$ cat config.mk
export PLATFORM = sky130hd
export DESIGN_NAME = lzwc_front
export DESIGN_NICKNAME = d
export VERILOG_FILES = /design/src/rtl/core/lzwc_pkg.sv /design/src/rtl/core/lzwc_front.sv
export SDC_FILE = /design/constraint.sdc
export NUM_CORES = 1
export LEC_CHECK = 0
export BUFFER_PORTS_ARGS = -buffer_cell sky130_fd_sc_hd__buf_2
export CAP_MARGIN = 20
export CORE_AREA = 2 2 39 41
export DETAILED_ROUTE_END_ITERATION = 8
export DIE_AREA = 0 0 41 43
export PLACE_DENSITY = 0.67
export SYNTH_ARGS = -nofsm -noshare
export SYNTH_HDL_FRONTEND = slang
export SYNTH_SLANG_ARGS = --single-unit
$ cat constraint.sdc
create_clock -name i_clk -period 2.65 [get_ports i_clk]
set_input_delay 0.265 -clock i_clk [delete_from_list [all_inputs] [get_ports i_clk]]
set_output_delay 0.265 -clock i_clk [all_outputs]
set_load 0.02 [all_outputs]
$ cat src/rtl/core/lzwc_pkg.sv
// lzwc_pkg: shared types and constants for the lzw code decoder
// no dependencies
`timescale 1ns / 1ps

package lzwc_pkg;

    localparam int CODE_W         = 12;
    localparam int SYM_W          = 8;
    localparam int ALPHA_W        = 9;
    localparam int CNT_W          = 4;
    localparam int OUT_W          = 64;
    localparam int BYTES_PER_ITEM = 8;
    localparam int TABLE_SIZE_DEF = 4096;
    localparam int MAX_STRING_DEF = 512;
    localparam int ALPHA_RESET    = 256;
    localparam int ALPHA_MIN      = 2;
    localparam int ALPHA_MAX      = 256;

    localparam logic [1:0] ST_OK      = 2'd0;
    localparam logic [1:0] ST_INVALID = 2'd1;
    localparam logic [1:0] ST_TRUNC   = 2'd2;

    typedef enum logic {
        K_DECODE  = 1'b0,
        K_RESTART = 1'b1
    } t_kind;

    typedef struct packed {
        t_kind               kind;
        logic [CODE_W-1:0]   code;
    } t_item;

    typedef enum logic [2:0] {
        S_IDLE,
        S_DECIDE,
        S_WALK1,
        S_WALK2,
        S_GATHER,
        S_ERR
    } t_state;

endpackage

$ cat src/rtl/core/lzwc_front.sv
// lzwc_front: input register that accepts items and classifies them
// depends on lzwc_pkg
`timescale 1ns / 1ps

module lzwc_front (
    input  logic                        i_clk,
    input  logic                        i_rst_n,
    input  logic                        i_in_valid,
    output logic                        o_in_stall,
    input  logic                        i_mode,
    input  logic [lzwc_pkg::CODE_W-1:0] i_code,
    input  logic                        i_q_full,
    output logic                        o_push,
    output lzwc_pkg::t_item             o_item
);

    logic            r_valid;
    logic            n_valid;
    lzwc_pkg::t_item r_item;
    logic            accept;

    assign o_in_stall = r_valid & i_q_full;
    assign accept     = i_in_valid & ~o_in_stall;
    assign o_push     = r_valid & ~i_q_full;
    assign o_item     = r_item;
    assign n_valid    = accept | (r_valid & i_q_full);

    always_ff @(posedge i_clk) begin
        if (!i_rst_n) begin
            r_valid <= 1'b0;
        end else begin
            r_valid <= n_valid;
        end
    end

    always_ff @(posedge i_clk) begin
        if (accept) begin
            r_item.kind <= i_mode ? lzwc_pkg::K_RESTART : lzwc_pkg::K_DECODE;
            r_item.code <= i_code;
        end
    end

endmodule

==> flow_summary.yaml, run 1 <==
outcome:
  outcome: "complete, no violations"
clocking:
  post_cts.resized_instances: 0
  cts_htree_levels: 1
  cts_inserted_buffers: 3
  tritoncts: "yes"
  cts_post_setup_buffers_inserted: 0
  clkSlewWorstSetupHoldPaths_ns: 0.08
  root_buffer_cell: "clkbuf_4"
  ctsHoldBuffers: 0
  clock_sink_count: 14
  cts_max_path_buffers: 2
  clkLatencyLatePin_ns: 0.27
routing:
  route.antenna.remaining_nets: 0
  routed_wl_per_cell_um: 10.6
  drc: 0
  post_drt_via_cell_ratio: 4.00
  drt_wl_total_um: 744
  number_of_drc_violations_after_detailed_routing_iteration_0: 2
  dr_total_vias: 280
  drt_first_pass_iters: 2
cells_and_area:
  fillCellCount: 137
  num_antenna_cells: 0
  layout.cells.most_common: "buf_2"
  final_cell_area_um2: 649
  flow.area_growth_from_synthesis_pct: 47.4
  design.final.nets: 72
  fraction_of_layout_instances_using_a_drive_strength_above_1_pct: 66.7
  most-common-layout-cells: "buf_2, edfxtp_1, clkbuf_4"
setup_path:
  critPathArrivalTime_ns: 0.88
  rr_endpoint: "o_item[5]"
  ff2ff_setup_slack_ns: 1.60
  startpoint_type: "flop"
  critical_path_required_ns: 2.38
  reg2regPathDepth: 3
  critical_r2r_launch: "r_valid"
  cp-end-kind: "primary output"
  critical_path_peak_fanout: 3
  setup.worst_path.class: "flop to primary output"
sta:
  final.period_utilization_pct: 43.2
  setup_violations: 0
  max_clock_freq_mhz: 873
  hold_slack_ns: 0.164
  finalHoldViolations: 0
  report.final.slew_viol_count: 0
  skew_ns: 0.00768
  maxSlewHeadroom_pct: 89.3
  layout_setup_ws_ns: 1.50
  clock_period_minus_worst_slack_ns: 1.15
  setup_tns_ns: 0
  worst-slew-pin-transition_ns: 0.161
  rsz0062_at_grt: "no"
place:
  dpl_cell_area_um2: 623
  pre_cts_slack_ns: 1.50
  globalplace.congestion: 0.622
  buffer_ports.inserted: 31
grt:
  number_of_global_route_vias_before_repair: 266
  grt_first_pass_wirelength_um: 1040
  initial_antenna_violation_count: 0
  pin_count_of_the_biggest_net_entering_global_routing: 14
  grt_overflow_total: 0
  groute.usage.overall_pct: 9.51
logic_synthesis:
  average_size_of_a_mapped_cell_um2: 24.5
  yosys_warnings: 0
  ys_seq_elements: 14
  synthCells: 18
  yosys.cell_types.count: 6
  mappedNetlistArea_um2: 440
  synth_fp_nets: 35
  ys_seq_area_share_pct: 93.2
floorplan:
  starting_density_of_the_core_pct: 31.8
  chipHeight_um: 43
  boundaryPins: 32
  fp.dieArea_um2: 1760
  num_rows: 14
  core-area_um2: 1380
  die-width_um: 41
power_and_ir_drop:
  power.static_leakage_nw: 0.294
  max-vdd-ir-drop_v: 0.000261
  power-per-cell-area_nw_per_um2: 653
hold_path:
  min-delay-path-class: "input port to flop"
  hold-path-cell-count: 1
  worst_hold_path.endpoint: "o_item[1]"
  timing.hold.worst.start: "i_code[1]"
run:
  maxCapViolCount: 0
kinds of logic (layout without fill, tap and decap cells):
logic type | Yosys count | after routing | share of synthesized area [%]
buffers and inverters | 0 | 36 | 0
and+or+nand+nor | 3 | 3 | 5.12
DFF | 14 | 14 | 93.2
AOI/OAI and AO/OA | 1 | 1 | 1.71
worst max-delay path by stage:
stage	start	end	slack (ns)
after floorplan	r_valid	o_item[0]	1.19
after global placement	i_q_full	o_item[1]	1.52
after detailed placement	i_q_full	o_item[1]	1.50
after CTS	r_valid	o_in_stall	1.48
after global routing	r_valid	o_in_stall	1.46
final	r_valid	o_in_stall	1.50
per-stage QoR:
step | power [mW] | util (%) | cells
2_1_floorplan | 0.289 | - | 18
3_3_place_gp | 0.314 | 45.0 | 66
3_5_place_dp | 0.314 | 45.0 | 66
4_1_cts | 0.432 | 46.9 | 70
5_1_grt | 0.445 | 46.9 | 70
6_report | 0.424 | 46.9 | 70
power by group:
group | switching (mW) | internal (mW)
combinational | 0.0292 | 0.0201
sequential | 0.00273 | 0.256
clock | 0.0612 | 0.0544
total | 0.0932 | 0.331
synth_stat cells (all sizes together):
cell	instances	share of area [%]
and2b	1	1.7
and2	1	2.0
o21a	1	1.7
dfxtp	1	4.5
edfxtp	13	89
nor2b	1	1.4
critical path: stages (launching register included):
cell     delay, ns
dfxtp_1       0.32
and2_4        0.14
buf_2         0.16
cell type report:
| class | count | area [um^2] | share of cell area (%) |
|---|---|---|---|
| Sequential cell | 14 | 410 | 63.2 |
| Clock inverter | 1 | 3.75 | 0.578 |
| Timing Repair Buffer | 32 | 163 | 25.0 |
| Clock buffer | 3 | 22.5 | 3.47 |
| Tap cell | 16 | 20.0 | 3.08 |
| Multi-Input combinational cell | 4 | 30.0 | 4.62 |
metal layers:
metal	track usage, %	wire length [um]
met3	3.14	128
met4	8.00	0
met2	12.8	280
met5	0	0
met1	11.7	335
sequential cells by signal, indices dropped and copies added, names as in the netlist:
signal / count
o_item: 13
r_valid: 1
Power figures use the tool's default switching activity.
==> run 2: changes to the inputs <==
==> constraint.sdc (replaced) <==
create_clock -name i_clk -period 1.1 [get_ports i_clk]
set_input_delay 0.11 -clock i_clk [delete_from_list [all_inputs] [get_ports i_clk]]
set_output_delay 0.11 -clock i_clk [all_outputs]
set_load 0.02 [all_outputs]
==> flow_summary.yaml, run 2 (synthesized netlist as in run 1, its figures left out) <==
cells_and_area:
  design.final.nets: 72
  fillCellCount: 122
  fraction_of_layout_instances_using_a_drive_strength_above_1_pct: 68.5
  layout.cells.most_common: "buf_2"
  largest_register_ff_count: 13
  final_cell_area_um2: 669
  most-common-layout-cells: "buf_2, edfxtp_1, clkbuf_4"
  flow.area_growth_from_synthesis_pct: 52.0
  num_antenna_cells: 0
power_and_ir_drop:
  power-per-cell-area_nw_per_um2: 1540
  max-vdd-ir-drop_v: 0.000797
  power.static_leakage_nw: 0.303
  total_power_mw: 1.03
setup_path:
  cp_slowest_stage_delay_ns: 0.33
  ff2ff_setup_slack_ns: 0.09
  critical_path_start: "r_valid"
  setup.worst_path.class: "flop to primary output"
  reg2regPathDepth: 3
  critical_path_required_ns: 0.99
  cp_cell_sequence: "and2_4 > buf_2"
  critical_path_peak_fanout: 3
  setup.worst_path.end: "o_in_stall"
  critical_r2r_launch: "r_valid"
  critical_path.slowest_cell: "dfxtp_1"
  rr_endpoint: "o_item[10]"
  cp-end-kind: "primary output"
  startpoint_type: "flop"
  critPathArrivalTime_ns: 0.92
sta:
  rsz0062_at_grt: "no"
  max_clock_freq_mhz: 970
  setup_violations: 0
  maxSlewHeadroom_pct: 92.7
  setup_tns_ns: 0
  clock_period_minus_worst_slack_ns: 1.03
  final.period_utilization_pct: 93.7
  hold_slack_ns: 0.0149
  finalHoldViolations: 0
  layout_setup_ws_ns: 0.0695
  report.final.slew_viol_count: 0
  worst-slew-pin-transition_ns: 0.111
  skew_ns: 0.00372
clocking:
  ctsHoldBuffers: 0
  clkSlewWorstSetupHoldPaths_ns: 0.08
  cts_htree_levels: 1
  post_cts.resized_instances: 0
  root_buffer_cell: "clkbuf_4"
  cts_inserted_buffers: 3
  cts_post_setup_buffers_inserted: 1
  clkLatencyLatePin_ns: 0.26
  clock_sink_count: 14
  tritoncts: "yes"
  cts_max_path_buffers: 2
routing:
  number_of_drc_violations_after_detailed_routing_iteration_0: 1
  dr_total_vias: 297
  post_drt_via_cell_ratio: 4.24
  route.antenna.remaining_nets: 0
  routed_wl_per_cell_um: 11.3
  drt_wl_total_um: 790
  drc: 0
  drt_first_pass_iters: 3
grt:
  groute.usage.overall_pct: 9.93
  number_of_global_route_vias_before_repair: 294
  grt_first_pass_wirelength_um: 1140
  pin_count_of_the_biggest_net_entering_global_routing: 14
  grt_overflow_total: 0
  initial_antenna_violation_count: 0
floorplan:
  chipHeight_um: 43
  starting_density_of_the_core_pct: 31.8
  num_rows: 14
  core-area_um2: 1380
  boundaryPins: 32
  fp.dieArea_um2: 1760
  die-width_um: 41
place:
  pre_cts_slack_ns: -0.0152
  dpl_cell_area_um2: 623
  buffer_ports.inserted: 31
  globalplace.congestion: 0.571
run:
  maxCapViolCount: 0
hold_path:
  min-delay-path-class: "input port to flop"
outcome:
  outcome: "complete, no violations"
run 2: cell types whose count changed in the layout (fill, tap and decap cells not counted), sizes merged:
cell	delta
clkbuf	+1
clkinv	-1
run 2: worst max-delay path: cells and delay by family, from the launching register on:
kind	cells	cell delay, ns
DFF	1	0.33
buffers and inverters	1	0.16
and+or+nand+nor	1	0.16
run 2: through the flow:
stage | util, % | instances
finish | 48.4 | 70
global route | 48.4 | 70
CTS | 48.4 | 70
detailed placement | 45.0 | 65
global placement | 45.0 | 65
floorplan | - | 18
run 2: worst min path at each step:
stage          startpoint   endpoint  slack, ns  depth (start not counted)
2_1_floorplan   i_code[0]  o_item[0]       0.21                          0
3_3_place_gp    i_code[1]  o_item[1]       0.29                          1
3_5_place_dp    i_code[0]  o_item[0]       0.29                          1
4_1_cts         i_code[0]  o_item[0]      0.004                          1
5_1_grt         i_code[0]  o_item[0]      0.003                          1
6_report        i_code[0]  o_item[0]       0.01                          1
run 2: per-layer routing:
layer | wire length [um] | GRT usage, % | share of wire, % | vias up
met5 | 0 | 0 | 0 | -
met4 | 0 | 6.00 | 0 | 0
met3 | 143 | 3.66 | 18 | 0
met2 | 364 | 16.3 | 46 | 28
met1 | 283 | 9.93 | 36 | 128
li1 | - | - | - | 141
run 2: layout make-up:
class                           instances  area [um^2]  share of cell area [%]
Clock buffer                            4         26.3                    3.93
Multi-Input combinational cell          4         37.5                    5.61
Sequential cell                        14          410                    61.3
Tap cell                               16         20.0                    2.99
Timing Repair Buffer                   32          175                    26.2
run 2: power by group:
part	leakage [nW]	internal [mW]	switching [mW]	total, mW
Sequential	0.134	0.618	0.00764	0.625
Clock	0.0150	0.140	0.139	0.279
Combinational	0.154	0.0570	0.0725	0.130
==> run 3: changes to the inputs <==
--- a/config.mk
+++ b/config.mk
@@ -10,6 +10,7 @@
 export CORE_AREA = 2 2 39 41
 export DETAILED_ROUTE_END_ITERATION = 8
 export DIE_AREA = 0 0 41 43
+export HOLD_SLACK_MARGIN = 0.08
 export PLACE_DENSITY = 0.67
 export SYNTH_ARGS = -nofsm -noshare
 export SYNTH_HDL_FRONTEND = slang
==> flow_summary.yaml, run 3 (synthesized netlist as in run 1, its figures left out) <==
power_and_ir_drop:
  clockPowerShare_pct: 25.9
  comb_power_share_pct: 15.9
  power.net_switching_mw: 0.226
  sw_frac_of_total_pct: 21.0
  max-vdd-ir-drop_v: 0.000789
  power.static_leakage_nw: 0.366
  internal_power_contribution_mw: 0.849
  power-per-cell-area_nw_per_um2: 1310
  power.sequential.fraction_pct: 58.2
  total_power_mw: 1.08
cells_and_area:
  fillCellCount: 108
  most-common-layout-cells: "buf_2, dlygate4sd3_1, edfxtp_1"
  layoutNonFillerInstCount: 85
  flow.area_growth_from_synthesis_pct: 86.1
  design.final.nets: 87
  postLayoutCoreUtil_pct: 59.2
  largest_register_ff_count: 13
  fraction_of_layout_instances_using_a_drive_strength_above_1_pct: 53.6
  num_antenna_cells: 0
  combined_area_of_the_multi_input_logic_cells_um2: 37.5
  layout.cells.most_common: "buf_2"
  area.sequential_um2: 410
grt:
  grt_first_pass_wirelength_um: 1380
  number_of_global_route_vias_before_repair: 361
  initial_antenna_violation_count: 0
  groute.usage.overall_pct: 12.0
  pin_count_of_the_biggest_net_entering_global_routing: 14
  grt_overflow_total: 0
sta:
  clock_period_minus_worst_slack_ns: 1.05
  report.final.slew_viol_count: 0
  maxSlewHeadroom_pct: 92.6
  hold_slack_ns: 0.235
  final.period_utilization_pct: 95.6
  finalHoldViolations: 0
  worst-slew-pin-transition_ns: 0.112
  layout_setup_ws_ns: 0.0479
  setup_violations: 0
  skew_ns: 0.00529
  rsz0062_at_grt: "no"
  max_clock_freq_mhz: 950
floorplan:
  die-width_um: 41
  boundaryPins: 32
  num_rows: 14
  fp.dieArea_um2: 1760
  core-area_um2: 1380
  starting_density_of_the_core_pct: 31.8
  chipHeight_um: 43
clocking:
  cts_htree_levels: 1
  cts_inserted_buffers: 3
  clkSlewWorstSetupHoldPaths_ns: 0.07
  post_cts.resized_instances: 0
  clock_sink_count: 14
  root_buffer_cell: "clkbuf_4"
  cts_max_path_buffers: 2
  tritoncts: "yes"
  clkLatencyLatePin_ns: 0.26
setup_path:
  cp-end-kind: "flop"
  critical_path_peak_fanout: 13
  critical_path_required_ns: 1.08
  startpoint_type: "input port"
  critPathArrivalTime_ns: 1.03
  setup.worst_path.class: "input port to flop"
  reg2regPathDepth: 3
routing:
  drt_wl_total_um: 918
  wl_met2_um: 469
  post_drt_via_cell_ratio: 4.07
  drc: 0
  number_of_drc_violations_after_detailed_routing_iteration_0: 1
  top_layer: "met3"
  drt_first_pass_iters: 3
  met3_layer_wire_length_in_the_routed_design_um: 104
  dr_total_vias: 346
  route.antenna.remaining_nets: 0
  routed_wl_per_cell_um: 10.8
  met1Wirelength_um: 344
place:
  globalplace.congestion: 0.571
  placed_cells_incl_taps: 65
  pre_cts_slack_ns: -0.0152
  buffer_ports.inserted: 31
hold_path:
  min-delay-path-class: "input port to flop"
  hold-path-cell-count: 3
outcome:
  outcome: "complete, no violations"
run:
  maxCapViolCount: 0
==> run 3: cell types whose count changed in the layout (fill, tap and decap cells not counted), sizes merged <==
cell,delta
dlygate4sd3,+15
==> run 3: final timing paths <==
path / slack, ns / startpoint / to
worst max register to register: 0.09 / r_valid / o_item[10]
worst min register to register: 0.64 / r_valid / r_valid
worst max-delay path: 0.05 / i_in_valid / o_item[10]
worst min-delay path: 0.24 / i_q_full / r_valid
==> run 3: layout make-up <==
type | instances | share of cell area [%]
clock buffers | 4 | 3.21
multi-input cells | 4 | 4.58
flip-flops and latches | 14 | 50.1
well taps | 16 | 2.44
repair buffers | 47 | 39.7
==> run 3: per-stage QoR <==
step / cell area [um^2] / setup TNS (ns)
after floorplan: 448 / 0
after global placement: 623 / 0
after detailed placement: 623 / -0.195
after CTS: 820 / 0
after global routing: 820 / 0
final: 820 / 0
==> run 3: timing repair <==
action                                 in CTS  in global routing
endpoints found under the hold margin      14                  0
setup endpoints to repair                  13                  0
setup buffers                               1                  0
hold buffers                               15                  0
==> run 3: power groups by stage <==
| stage | Combinational [mW] | Sequential (mW) | Clock [mW] |
|---|---|---|---|
| after floorplan | 0.0241 | 0.675 | 0 |
| after global placement | 0.119 | 0.637 | 0 |
| after detailed placement | 0.121 | 0.638 | 0 |
| after CTS | 0.172 | 0.626 | 0.294 |
| after global routing | 0.186 | 0.629 | 0.320 |
| final | 0.171 | 0.626 | 0.279 |
==> run 3: per-layer routing <==
| metal | vias to the layer above | global-route usage, % |
|---|---|---|
| met3 | 0 | 3.14 |
| li1 | 171 | - |
| met4 | 0 | 6.00 |
| met2 | 28 | 22.2 |
| met5 | - | 0 |
| met1 | 147 | 10.7 |
==> run 3: critical path, stage by stage <==
cell and delay (ns):
dlygate4sd3_1 0.52, buf_2 0.11, nor2b_4 0.15, buf_12 0.14
