## config.mk

```make
export PLATFORM = sky130hd
export DESIGN_NAME = lzwc_queue
export DESIGN_NICKNAME = d
export VERILOG_FILES = /design/src/rtl/core/lzwc_pkg.sv /design/src/rtl/core/lzwc_queue.sv
export SDC_FILE = /design/constraint.sdc
export NUM_CORES = 1
export LEC_CHECK = 0
export BUFFER_PORTS_ARGS = -buffer_cell sky130_fd_sc_hd__buf_2
export CAP_MARGIN = 30
export CORE_AREA = 2 2 61 63
export CTS_CLUSTER_DIAMETER = 80
export DETAILED_ROUTE_END_ITERATION = 8
export DIE_AREA = 0 0 63 65
export SLEW_MARGIN = 25
export SYNTH_ARGS = -nofsm -noshare
export SYNTH_HDL_FRONTEND = slang
export SYNTH_SLANG_ARGS = --single-unit
```

## constraint.sdc

```tcl
create_clock -name i_clk -period 1.65 [get_ports i_clk]
set_input_delay 0.165 -clock i_clk [delete_from_list [all_inputs] [get_ports i_clk]]
set_output_delay 0.165 -clock i_clk [all_outputs]
set_load 0.1 [all_outputs]
```

## src/rtl/core/lzwc_pkg.sv

```systemverilog
// lzwc_pkg: shared types and constants for the lzw code decoder
// no dependencies
`timescale 1ns / 1ps

package lzwc_pkg;

    localparam int CODE_W         = 12;
    localparam int SYM_W          = 8;
    localparam int ALPHA_W        = 9;
    localparam int CNT_W          = 4;
    localparam int OUT_W          = 64;
    localparam int BYTES_PER_ITEM = 8;
    localparam int TABLE_SIZE_DEF = 4096;
    localparam int MAX_STRING_DEF = 512;
    localparam int ALPHA_RESET    = 256;
    localparam int ALPHA_MIN      = 2;
    localparam int ALPHA_MAX      = 256;

    localparam logic [1:0] ST_OK      = 2'd0;
    localparam logic [1:0] ST_INVALID = 2'd1;
    localparam logic [1:0] ST_TRUNC   = 2'd2;

    typedef enum logic {
        K_DECODE  = 1'b0,
        K_RESTART = 1'b1
    } t_kind;

    typedef struct packed {
        t_kind               kind;
        logic [CODE_W-1:0]   code;
    } t_item;

    typedef enum logic [2:0] {
        S_IDLE,
        S_DECIDE,
        S_WALK1,
        S_WALK2,
        S_GATHER,
        S_ERR
    } t_state;

endpackage

```

## src/rtl/core/lzwc_queue.sv

```systemverilog
// lzwc_queue: two-entry queue between the front and back parts
// depends on lzwc_pkg
`timescale 1ns / 1ps

module lzwc_queue (
    input  logic            i_clk,
    input  logic            i_rst_n,
    input  logic            i_push,
    input  lzwc_pkg::t_item i_item,
    output logic            o_full,
    input  logic            i_pop,
    output logic            o_valid,
    output lzwc_pkg::t_item o_item
);

    lzwc_pkg::t_item r_mem [2];
    logic            r_wp;
    logic            r_rp;
    logic [1:0]      r_cnt;
    logic [1:0]      n_cnt;

    assign o_full  = (r_cnt == 2'd2);
    assign o_valid = (r_cnt != 2'd0);
    assign o_item  = r_mem[r_rp];

    always_comb begin
        n_cnt = r_cnt;
        if (i_push && !(i_pop && o_valid)) begin
            n_cnt = r_cnt + 2'd1;
        end else if (!i_push && i_pop && o_valid) begin
            n_cnt = r_cnt - 2'd1;
        end
    end

    always_ff @(posedge i_clk) begin
        if (!i_rst_n) begin
            r_wp  <= 1'b0;
            r_rp  <= 1'b0;
            r_cnt <= 2'd0;
        end else begin
            r_cnt <= n_cnt;
            if (i_push) begin
                r_wp <= ~r_wp;
            end
            if (i_pop && o_valid) begin
                r_rp <= ~r_rp;
            end
        end
    end

    always_ff @(posedge i_clk) begin
        if (i_push) begin
            r_mem[r_wp] <= i_item;
        end
    end

endmodule

```

==> results.toml, run 1 <==
[status]
status = "finished, final reports clean"

[grt]
grt_pass1_wl_mm = 3.13
first_global_vias = 660
antenna_found_initial = 0
use_met2 = 0.170
gr-total-overflow = 0
busiest_layer = "met2"
use_met1 = 0.125
grtUsageMet3 = 0.0417
grt_max_degree = 14
grt_use_total = 0.107

[logic_synthesis]
synth_seq_cells = 31
syn_area_mm2 = 0.00116
syn_area_per_cell_um2 = 17.9
synthCells = 65
ys_seq_area_frac = 0.756
synth_nets = 82
ys_warn_count = 0
ys_types = 19

[clocking]
cts_sinks = 31
cts_hold_buf = 0
root_buffer = "clkbuf_4"
cts_tree = "built"
post-cts-setup-buffer-count = 0
clk_latency_ns = 0.31
cts-htree-levels = 2
clock_path_buffers = 2
path_clk_slew_ns = 0.09
cts_inserted_buffers = 5

[finish]
regArea_um2 = 881
drive_gt1_frac = 0.411
layout.nets = 123
multi_input_area_um2 = 282
area_delta_synth_final_pct = 28.6
design_area_mm2 = 0.00150
nFillCells = 340
antennaDiodeCount = 0

[setup_path]
start_kind = "register"
crit_slowest_cell = "mux2_1"
path_cells = "buf_6 -> mux2_1 -> buf_4"
cp_slowest_stage_delay_ns = 0.35
r2r-start = "r_wp"
reg2regPathDepth = 2
endpoint = "o_item[3]"
required_ns = 1.48
crit_type = "reg2out"
worst-path-max-fanout = 13
critPathArrivalTime_ns = 1.40
ff2ff_setup_slack_ns = 0.50
r2r_end = "r_mem[1][1]"
cp-end-kind = "primary output"

[min_path]
hp-class = "in2reg"

[detailed_routing]
routedWlPerCell_um = 12.1
drt_wl_total_mm = 1.88
vias_per_cell = 4.32
drt_iter0_markers = 11
num_vias = 669
first_pass_iters = 4
ant_nets = 0
drc = 0

[die]
start_util = 0.333
core_area_mm2 = 0.00350
die_y_um = 65
io_pins = 32
die_x_um = 63
dieArea_mm2 = 0.00410
rows = 22

[place]
hpwlAfterDp_mm = 1.36
postPlaceCellArea_mm2 = 0.00141
portBuffers = 31
place_congestion = 0.602

[sta]
maxSlewViolCount = 0
hold_viol = 0
timing.fmax_ghz = 0.639
min_period_ns = 1.56
period_share = 0.948
finClkSkew_ns = 0.00735
whs_ns = 0.0349
slew_headroom = 0.679
worst_slew_pin_slew_ns = 0.485
setup_viol = 0
setup-tns-final_ns = 0
rsz0062_at_grt = "no"

[power]
vdd_drop_max_v = 0.000462
p_leak_uw = 0.000574
p_per_area_mw_per_mm2 = 1140
total_power_uw = 1710

[run]
maxCapViolCount = 0
[worst max-delay path: cells and delay by family, from the launching register on]
kind | cells | cell delay (ns)
buffers and inverters | 2 | 0.41
muxes | 1 | 0.35
DFF | 1 | 0.34
[cell usage in the layout (no fill, tap or decap)]
| cell | Yosys | routed |
|---|---|---|
| o211ai_1 | 1 | 1 |
| or2_1 | 1 | 1 |
| mux2i_1 | 1 | 1 |
| buf_6 | 0 | 2 |
| xnor2_1 | 1 | 1 |
| nor2b_4 | 0 | 1 |
| clkbuf_1 | 0 | 2 |
| clkbuf_4 | 0 | 5 |
| buf_2 | 0 | 18 |
| clkinv_2 | 0 | 1 |
| edfxtp_1 | 26 | 26 |
| nor2b_1 | 3 | 3 |
| buf_4 | 1 | 15 |
| o21ai_1 | 1 | 1 |
| dfxtp_1 | 5 | 5 |
| o21a_1 | 1 | 1 |
| and2_1 | 3 | 3 |
| mux2_1 | 11 | 11 |
| nand2b_1 | 2 | 2 |
| mux2_2 | 2 | 2 |
| nand2_1 | 1 | 1 |
| nand4b_1 | 1 | 1 |
| a21oi_1 | 2 | 2 |
| nor2_1 | 1 | 1 |
[metrics by stage]
stage,instances,worst slack (ns),util
after floorplan,65,0.215,-
after global placement,147,0.331,0.403
after detailed placement,147,0.326,0.403
after CTS,155,0.0224,0.426
after global routing,155,0.000292,0.428
final,155,0.0861,0.428
[sequential cells by signal, indices dropped and copies added (netlist names), named ones only]
| signal | flops |
|---|---|
| r_mem | 26 |
| r_wp | 1 |
| r_rp | 1 |
| r_cnt | 2 |
[cell families after synthesis]
family / share of synthesized area
DFF: 0.756
AOI/OAI and AO/OA: 0.0258
muxes: 0.134
and+or+nand+nor: 0.0698
xor gates and xnor gates: 0.00752
buffers and inverters: 0.00645
[where the power goes]
| group | internal (uW) | switching (uW) |
|---|---|---|
| clock network | 166 | 227 |
| registers | 892 | 12.8 |
| logic | 101 | 314 |
[how the worst min path moves through the flow]
stage / startpoint / endpoint / slack, ns / depth (start not counted)
3_3_place_gp: i_item[6] / r_mem[0][6] / 0.35 / 1
2_1_floorplan: i_item[0] / r_mem[0][0] / 0.26 / 0
6_report: i_item[6] / r_mem[0][6] / 0.03 / 1
4_1_cts: i_item[6] / r_mem[0][6] / 0.02 / 1
5_1_grt: i_item[2] / r_mem[0][2] / 0.01 / 1
3_5_place_dp: i_item[6] / r_mem[1][6] / 0.36 / 1
[layer usage]
metal | vias up | part of all wire
met5 | - | 0
met4 | 0 | 0.012
met3 | 2 | 0.073
met2 | 24 | 0.49
met1 | 316 | 0.42
li1 | 327 | -
[cell usage after synthesis]
master,n,share of area
mux2_2,2,0.019
o211ai_1,1,0.0064
nand4b_1,1,0.0075
nor2b_1,3,0.016
nand2b_1,2,0.011
o21ai_1,1,0.0043
o21a_1,1,0.0064
mux2_1,11,0.11
edfxtp_1,26,0.67
nand2_1,1,0.0032
xnor2_1,1,0.0075
or2_1,1,0.0054
dfxtp_1,5,0.086
a21oi_1,2,0.0086
nor2_1,1,0.0032
buf_4,1,0.0064
mux2i_1,1,0.0086
and2_1,3,0.016
nor2b_2,1,0.0075
[area by class of cell]
type                            count  share of cell area
Clock buffer                        7              0.0301
Sequential cell                    31               0.588
Tap cell                           48              0.0401
Clock inverter                      1             0.00334
Multi-Input combinational cell     33               0.188
Timing Repair Buffer               35               0.150
[what timing repair did]
item,in CTS,in global routing
endpoints found under the setup margin,13,13
pin swaps,0,0
resized for setup,13,2
Note: power is estimated with default switching activity, not from simulation.
==> run 2, diff against run 1 <==
--- a/config.mk
+++ b/config.mk
@@ -8,6 +8,7 @@
 export BUFFER_PORTS_ARGS = -buffer_cell sky130_fd_sc_hd__buf_2
 export CAP_MARGIN = 30
 export CORE_AREA = 2 2 61 63
+export CTS_BUF_LIST = sky130_fd_sc_hd__clkbuf_8 sky130_fd_sc_hd__clkbuf_16
 export CTS_CLUSTER_DIAMETER = 80
 export DETAILED_ROUTE_END_ITERATION = 8
 export DIE_AREA = 0 0 63 65
==> run 2 against run 1 <==
Sequential power is essentially flat. Critical path type unchanged. Cell count is the same. Combinational power shrank 2%. Critical path depth is the same. Sequential share of layout area shrank 0.63 points. Largest cell class unchanged. Critical endpoint is now o_item[8]. Non-clock buffer count is the same. Wire length grew 0.37%. Clock power grew 34%. Maximum frequency shrank 0.84%. Sequential cell count is the same. Register-to-register slack is essentially flat.
==> results.toml, run 2 (synthesis gave the netlist of run 1 again) <==
[status]
status = "finished, final reports clean"

[finish]
layout.nets = 123
largest_reg_flops = 26
top_register = "r_mem"
design_area_mm2 = 0.00151
area_delta_synth_final_pct = 30.0
final_common_cell = "edfxtp_1"
drive_gt1_frac = 0.411
antennaDiodeCount = 0
mostFrequentLayoutCells = "edfxtp_1 (26), buf_2 (21), mux2_1 (11), buf_4 (10)"
reg_top3 = "r_mem (26), r_cnt (2)"

[sta]
rsz0062_at_grt = "no"
whs_ns = 0.0809
slew_headroom = 0.678
hold_viol = 0
fin_ws_ns = 0.0728
min_period_ns = 1.58
maxSlewViolCount = 0
setup_viol = 0
setup-tns-final_ns = 0
finClkSkew_ns = 0.00475
worst_slew_pin_slew_ns = 0.487
timing.fmax_ghz = 0.634
period_share = 0.956

[grt]
grt_max_degree = 14
gr-total-overflow = 0
grt_pass1_wl_mm = 3.13
antenna_found_initial = 0
grt_use_total = 0.108
first_global_vias = 643

[place]
postPlaceCellArea_mm2 = 0.00141
dp_slack_ns = 0.326
portBuffers = 31
place_congestion = 0.602
hpwlAfterDp_mm = 1.36

[clocking]
cts_inserted_buffers = 5
clk_latency_ns = 0.27
cts-htree-levels = 2
cts_tree = "built"
root_buffer = "clkbuf_8"
cts_hold_buf = 0
path_clk_slew_ns = 0.06
clock_path_buffers = 2
cts_sinks = 31

[detailed_routing]
first_pass_iters = 3
drc = 0
vias_per_cell = 4.32
ant_nets = 0
drt_iter0_markers = 12
drt_wl_total_mm = 1.89
num_vias = 670
routedWlPerCell_um = 12.2

[min_path]
hp-class = "in2reg"

[setup_path]
cp_slowest_stage_delay_ns = 0.33
endpoint = "o_item[8]"
path_cells = "buf_4 -> mux2_1 -> buf_2"
required_ns = 1.48
crit_slowest_cell = "mux2_1"
r2r-start = "r_wp"
reg2regPathDepth = 2
ff2ff_setup_slack_ns = 0.50
critPathArrivalTime_ns = 1.41
cp-end-kind = "primary output"
crit_type = "reg2out"
worst-path-max-fanout = 13
start_kind = "register"
r2r_end = "r_mem[1][1]"

[die]
rows = 22
die_x_um = 63
start_util = 0.333
dieArea_mm2 = 0.00410
core_area_mm2 = 0.00350
io_pins = 32
die_y_um = 65

[power]
p_per_area_mw_per_mm2 = 1210
vdd_drop_max_v = 0.000520
p_leak_uw = 0.000590

[run]
maxCapViolCount = 0
## run 2: changes by cell type in the layout (fill, tap and decap cells not counted)
| cell | previous run | this run |
|---|---|---|
| inv_1 | 0 | 2 |
| buf_4 | 15 | 10 |
| clkbuf_1 | 2 | 0 |
| clkbuf_4 | 5 | 4 |
| buf_2 | 18 | 21 |
| buf_6 | 2 | 0 |
| clkbuf_8 | 0 | 5 |
## run 2: how the worst min path moves through the flow
stage / startpoint / end / cells after the start
finish: i_item[3] / r_mem[0][3] / 1
CTS: i_item[6] / r_mem[0][6] / 1
global placement: i_item[6] / r_mem[0][6] / 1
detailed placement: i_item[6] / r_mem[1][6] / 1
floorplan: i_item[0] / r_mem[0][0] / 0
global route: i_item[2] / r_mem[0][2] / 1
## run 2: report_power, final
group,internal (uW),switching (uW),leakage (uW),total [uW]
Sequential,894,12.4,0.000285,906
Combinational,92.7,313,0.000254,406
Clock,282,243,0.0000505,526
Total,1270,569,0.000590,1840
## run 2: layout make-up
class                   instances  area (um^2)
fillers                       336         1980
multi-input cells              33          282
clock buffers                   5         68.8
clock inverters                 3         12.5
flip-flops and latches         31          881
repair buffers                 35          210
well taps                      48         60.1
## run 2: timing repair
action / CTS / global route
resized for setup: 0 / 16
setup buffers: 0 / 0
endpoints found under the setup margin: 0 / 10
## run 2: metrics by stage
step                      total power (uW)   util  cells
final                                 1840  0.433    155
after global routing                  1930  0.433    155
after CTS                             1860  0.426    155
after detailed placement              1320  0.403    147
after global placement                1310  0.403    147
after floorplan                       1240      -     65
## run 2: layer usage
metal  up-vias  track usage  part of all wire  wire length [um]
met2        23        0.164              0.49               923
met1       320        0.128              0.44               826
met4         0       0.0417                 0                 0
met3         0       0.0573             0.074               139
met5         -            0                 0                 0
li1        327            -                 -                 -
## run 2: worst max-delay path: cells and delay by family, from the launching register on
kind,cells,cell delay [ns]
buffers and inverters,2,0.50
multiplexers,1,0.33
flip-flops,1,0.31
==> run 3, diff against run 2 <==
--- a/config.mk
+++ b/config.mk
@@ -5,13 +5,14 @@
 export SDC_FILE = /design/constraint.sdc
 export NUM_CORES = 1
 export LEC_CHECK = 0
+export ABC_AREA = 1
 export BUFFER_PORTS_ARGS = -buffer_cell sky130_fd_sc_hd__buf_2
 export CAP_MARGIN = 30
-export CORE_AREA = 2 2 61 63
+export CORE_AREA = 2 2 62 64
 export CTS_BUF_LIST = sky130_fd_sc_hd__clkbuf_8 sky130_fd_sc_hd__clkbuf_16
 export CTS_CLUSTER_DIAMETER = 80
 export DETAILED_ROUTE_END_ITERATION = 8
-export DIE_AREA = 0 0 63 65
+export DIE_AREA = 0 0 64 66
 export SLEW_MARGIN = 25
 export SYNTH_ARGS = -nofsm -noshare
 export SYNTH_HDL_FRONTEND = slang
==> run 3 against run 2 <==
Die area grew 3.2%. Register-to-register slack lost 0.05 ns. Worst setup slack lost 0.0069 ns. Synthesized cell count grew 17%. Clock power grew 42%. Synthesized area grew 1.3%. Sequential cell count is the same. Utilization is essentially flat. Largest power group unchanged.
==> results.toml, run 3 <==
[status]
status = "finished, final reports clean"

[clocking]
post-cts-setup-buffer-count = 0
cts_tree = "built"
cts_sinks = 31
cts-htree-levels = 2
cts_hold_buf = 0
clk_latency_ns = 0.28
cts.repair.resized = 0
path_clk_slew_ns = 0.06
clock_path_buffers = 2
root_buffer = "clkbuf_8"
cts_inserted_buffers = 5

[min_path]
hold_start = "i_item[9]"
hp-class = "in2reg"

[finish]
nFillCells = 340
final_cell_count_no_fill = 166
area_delta_synth_final_pct = 30.3
top_register = "r_mem"
regArea_um2 = 881
final_common_cell = "buf_2"
largest_reg_flops = 26
reg_top3 = "r_mem (26), r_cnt (2)"
mostFrequentLayoutCells = "buf_2 (31), edfxtp_1 (26), mux2_1 (10), inv_1 (7), nor2_1 (7)"
drive_gt1_frac = 0.424
antennaDiodeCount = 0
layout.nets = 134
multi_input_area_um2 = 264

[logic_synthesis]
ys_seq_area_frac = 0.747
synthArstFlopShare = 0
synthCells = 76
synth_edf_count = 26
syn_area_per_cell_um2 = 15.5
synth_area_leaders = "edfxtp_1 (66%), mux2_1 (9.5%), dfxtp_1 (8.5%)"
ys_warn_count = 0
synth_top_flop_cell = "edfxtp_1"
syn_area_mm2 = 0.00118
synth_nets = 93
ys_types = 15
synth_seq_cells = 31
netlist_top_cells_count = "edfxtp_1 (26), mux2_1 (10), nor2_1 (8), inv_1 (7), nand2_1 (6)"
yosys.area.top_type = "edfxtp_1"
yosysMostFrequentCell = "edfxtp_1"
synth_top_area_frac = 0.662

[setup_path]
path_cells = "buf_4 -> mux2_1 -> buf_2"
worst-path-max-fanout = 9
crit_type = "reg2out"
r2r-start = "r_wp"
r2r_end = "r_mem[1][5]"
critPathArrivalTime_ns = 1.42
start_kind = "register"
endpoint = "o_item[12]"
cp-end-kind = "primary output"
reg2regPathDepth = 2
ff2ff_setup_slack_ns = 0.45
crit_slowest_cell = "mux2_1"
cp_slowest_stage_delay_ns = 0.34
required_ns = 1.48

[detailed_routing]
topRoutingLayerUsed = "met4"
num_vias = 707
wl_met1_um = 772
drc = 0
wl_met2_um = 980
first_pass_iters = 4
ant_nets = 0
routedWlPerCell_um = 11.8
vias_per_cell = 4.26
drt_wl_total_mm = 1.97
route.met3.wl_um = 186
drt_iter0_markers = 12

[sta]
finClkSkew_ns = 0.00455
worst_slew_pin_slew_ns = 0.580
setup-tns-final_ns = 0
maxSlewViolCount = 0
rsz0062_at_grt = "no"
setup_viol = 0
period_share = 0.960
hold_viol = 0
min_period_ns = 1.58
timing.fmax_ghz = 0.631
slew_headroom = 0.613

[grt]
grt_pass1_wl_mm = 3.11
gr-total-overflow = 0
first_global_vias = 722
grt_use_total = 0.101
grt_max_degree = 15
antenna_found_initial = 0

[die]
die_y_um = 66
io_pins = 32
core_area_mm2 = 0.00355
start_util = 0.332
rows = 22
dieArea_mm2 = 0.00422
die_x_um = 64

[place]
place_congestion = 0.669
hpwlAfterDp_mm = 1.44
dp.cells = 158
portBuffers = 31

[power]
p_per_area_mw_per_mm2 = 1400
vdd_drop_max_v = 0.000501
p_leak_uw = 0.000646

[run]
maxCapViolCount = 0
[run 3: per-layer routing]
| metal | vias to the layer above | global-route usage |
|---|---|---|
| li1 | 346 | - |
| met1 | 331 | 0.101 |
| met2 | 26 | 0.177 |
| met3 | 4 | 0.0477 |
| met4 | 0 | 0.0489 |
| met5 | - | 0 |
[run 3: kinds of logic (layout without fill, tap and decap cells)]
group | after synthesis | after routing | share of synthesized area
flip-flops | 31 | 31 | 0.747
AND/OR/NAND/NOR | 20 | 20 | 0.0806
multiplexers | 13 | 13 | 0.124
buffers and inverters | 9 | 51 | 0.0318
AO/OA/AOI/OAI | 2 | 2 | 0.00954
XOR/XNOR | 1 | 1 | 0.00742
[run 3: area by class of cell]
| cell class | instances | share of cell area |
|---|---|---|
| Clock buffer | 6 | 0.0537 |
| Multi-Input combinational cell | 36 | 0.172 |
| Timing Repair Buffer | 35 | 0.120 |
| Tap cell | 48 | 0.0391 |
| Sequential cell | 31 | 0.573 |
| Inverter | 8 | 0.0195 |
| Clock inverter | 2 | 0.0228 |
[run 3: critical path: cells and delay by family, from the launching register on]
kind / cells / cell delay, ns
buf+inv: 2 / 0.48
flops: 1 / 0.32
mux: 1 / 0.34
[run 3: worst min-delay path by stage]
stage / cells past startpoint / slack, ns / endpoint
floorplan: 0 / 0.26 / r_mem[0][0]
global placement: 1 / 0.35 / r_mem[0][3]
detailed placement: 1 / 0.36 / r_mem[1][3]
CTS: 1 / 0.07 / r_mem[0][4]
global route: 1 / 0.06 / r_mem[0][9]
finish: 1 / 0.08 / r_mem[0][9]
[run 3: metrics by stage]
stage / power [uW] / hold WS, ns / setup WS (ns) / instance area (um^2) / utilization
2_1_floorplan: 1330 / 0.264 / 0.216 / 1180 / -
3_3_place_gp: 1420 / 0.353 / 0.360 / 1420 / 0.400
3_5_place_dp: 1430 / 0.357 / 0.355 / 1420 / 0.400
4_1_cts: 2180 / 0.0659 / 0.0379 / 1540 / 0.433
5_1_grt: 2230 / 0.0648 / 0.00504 / 1540 / 0.433
6_report: 2150 / 0.0766 / 0.0659 / 1540 / 0.433
[run 3: where the power goes]
group          switching [uW]  leakage, uW  internal, uW
clock network             258    0.0000612           488
logic                     394     0.000299          96.6
registers                15.8     0.000285           899
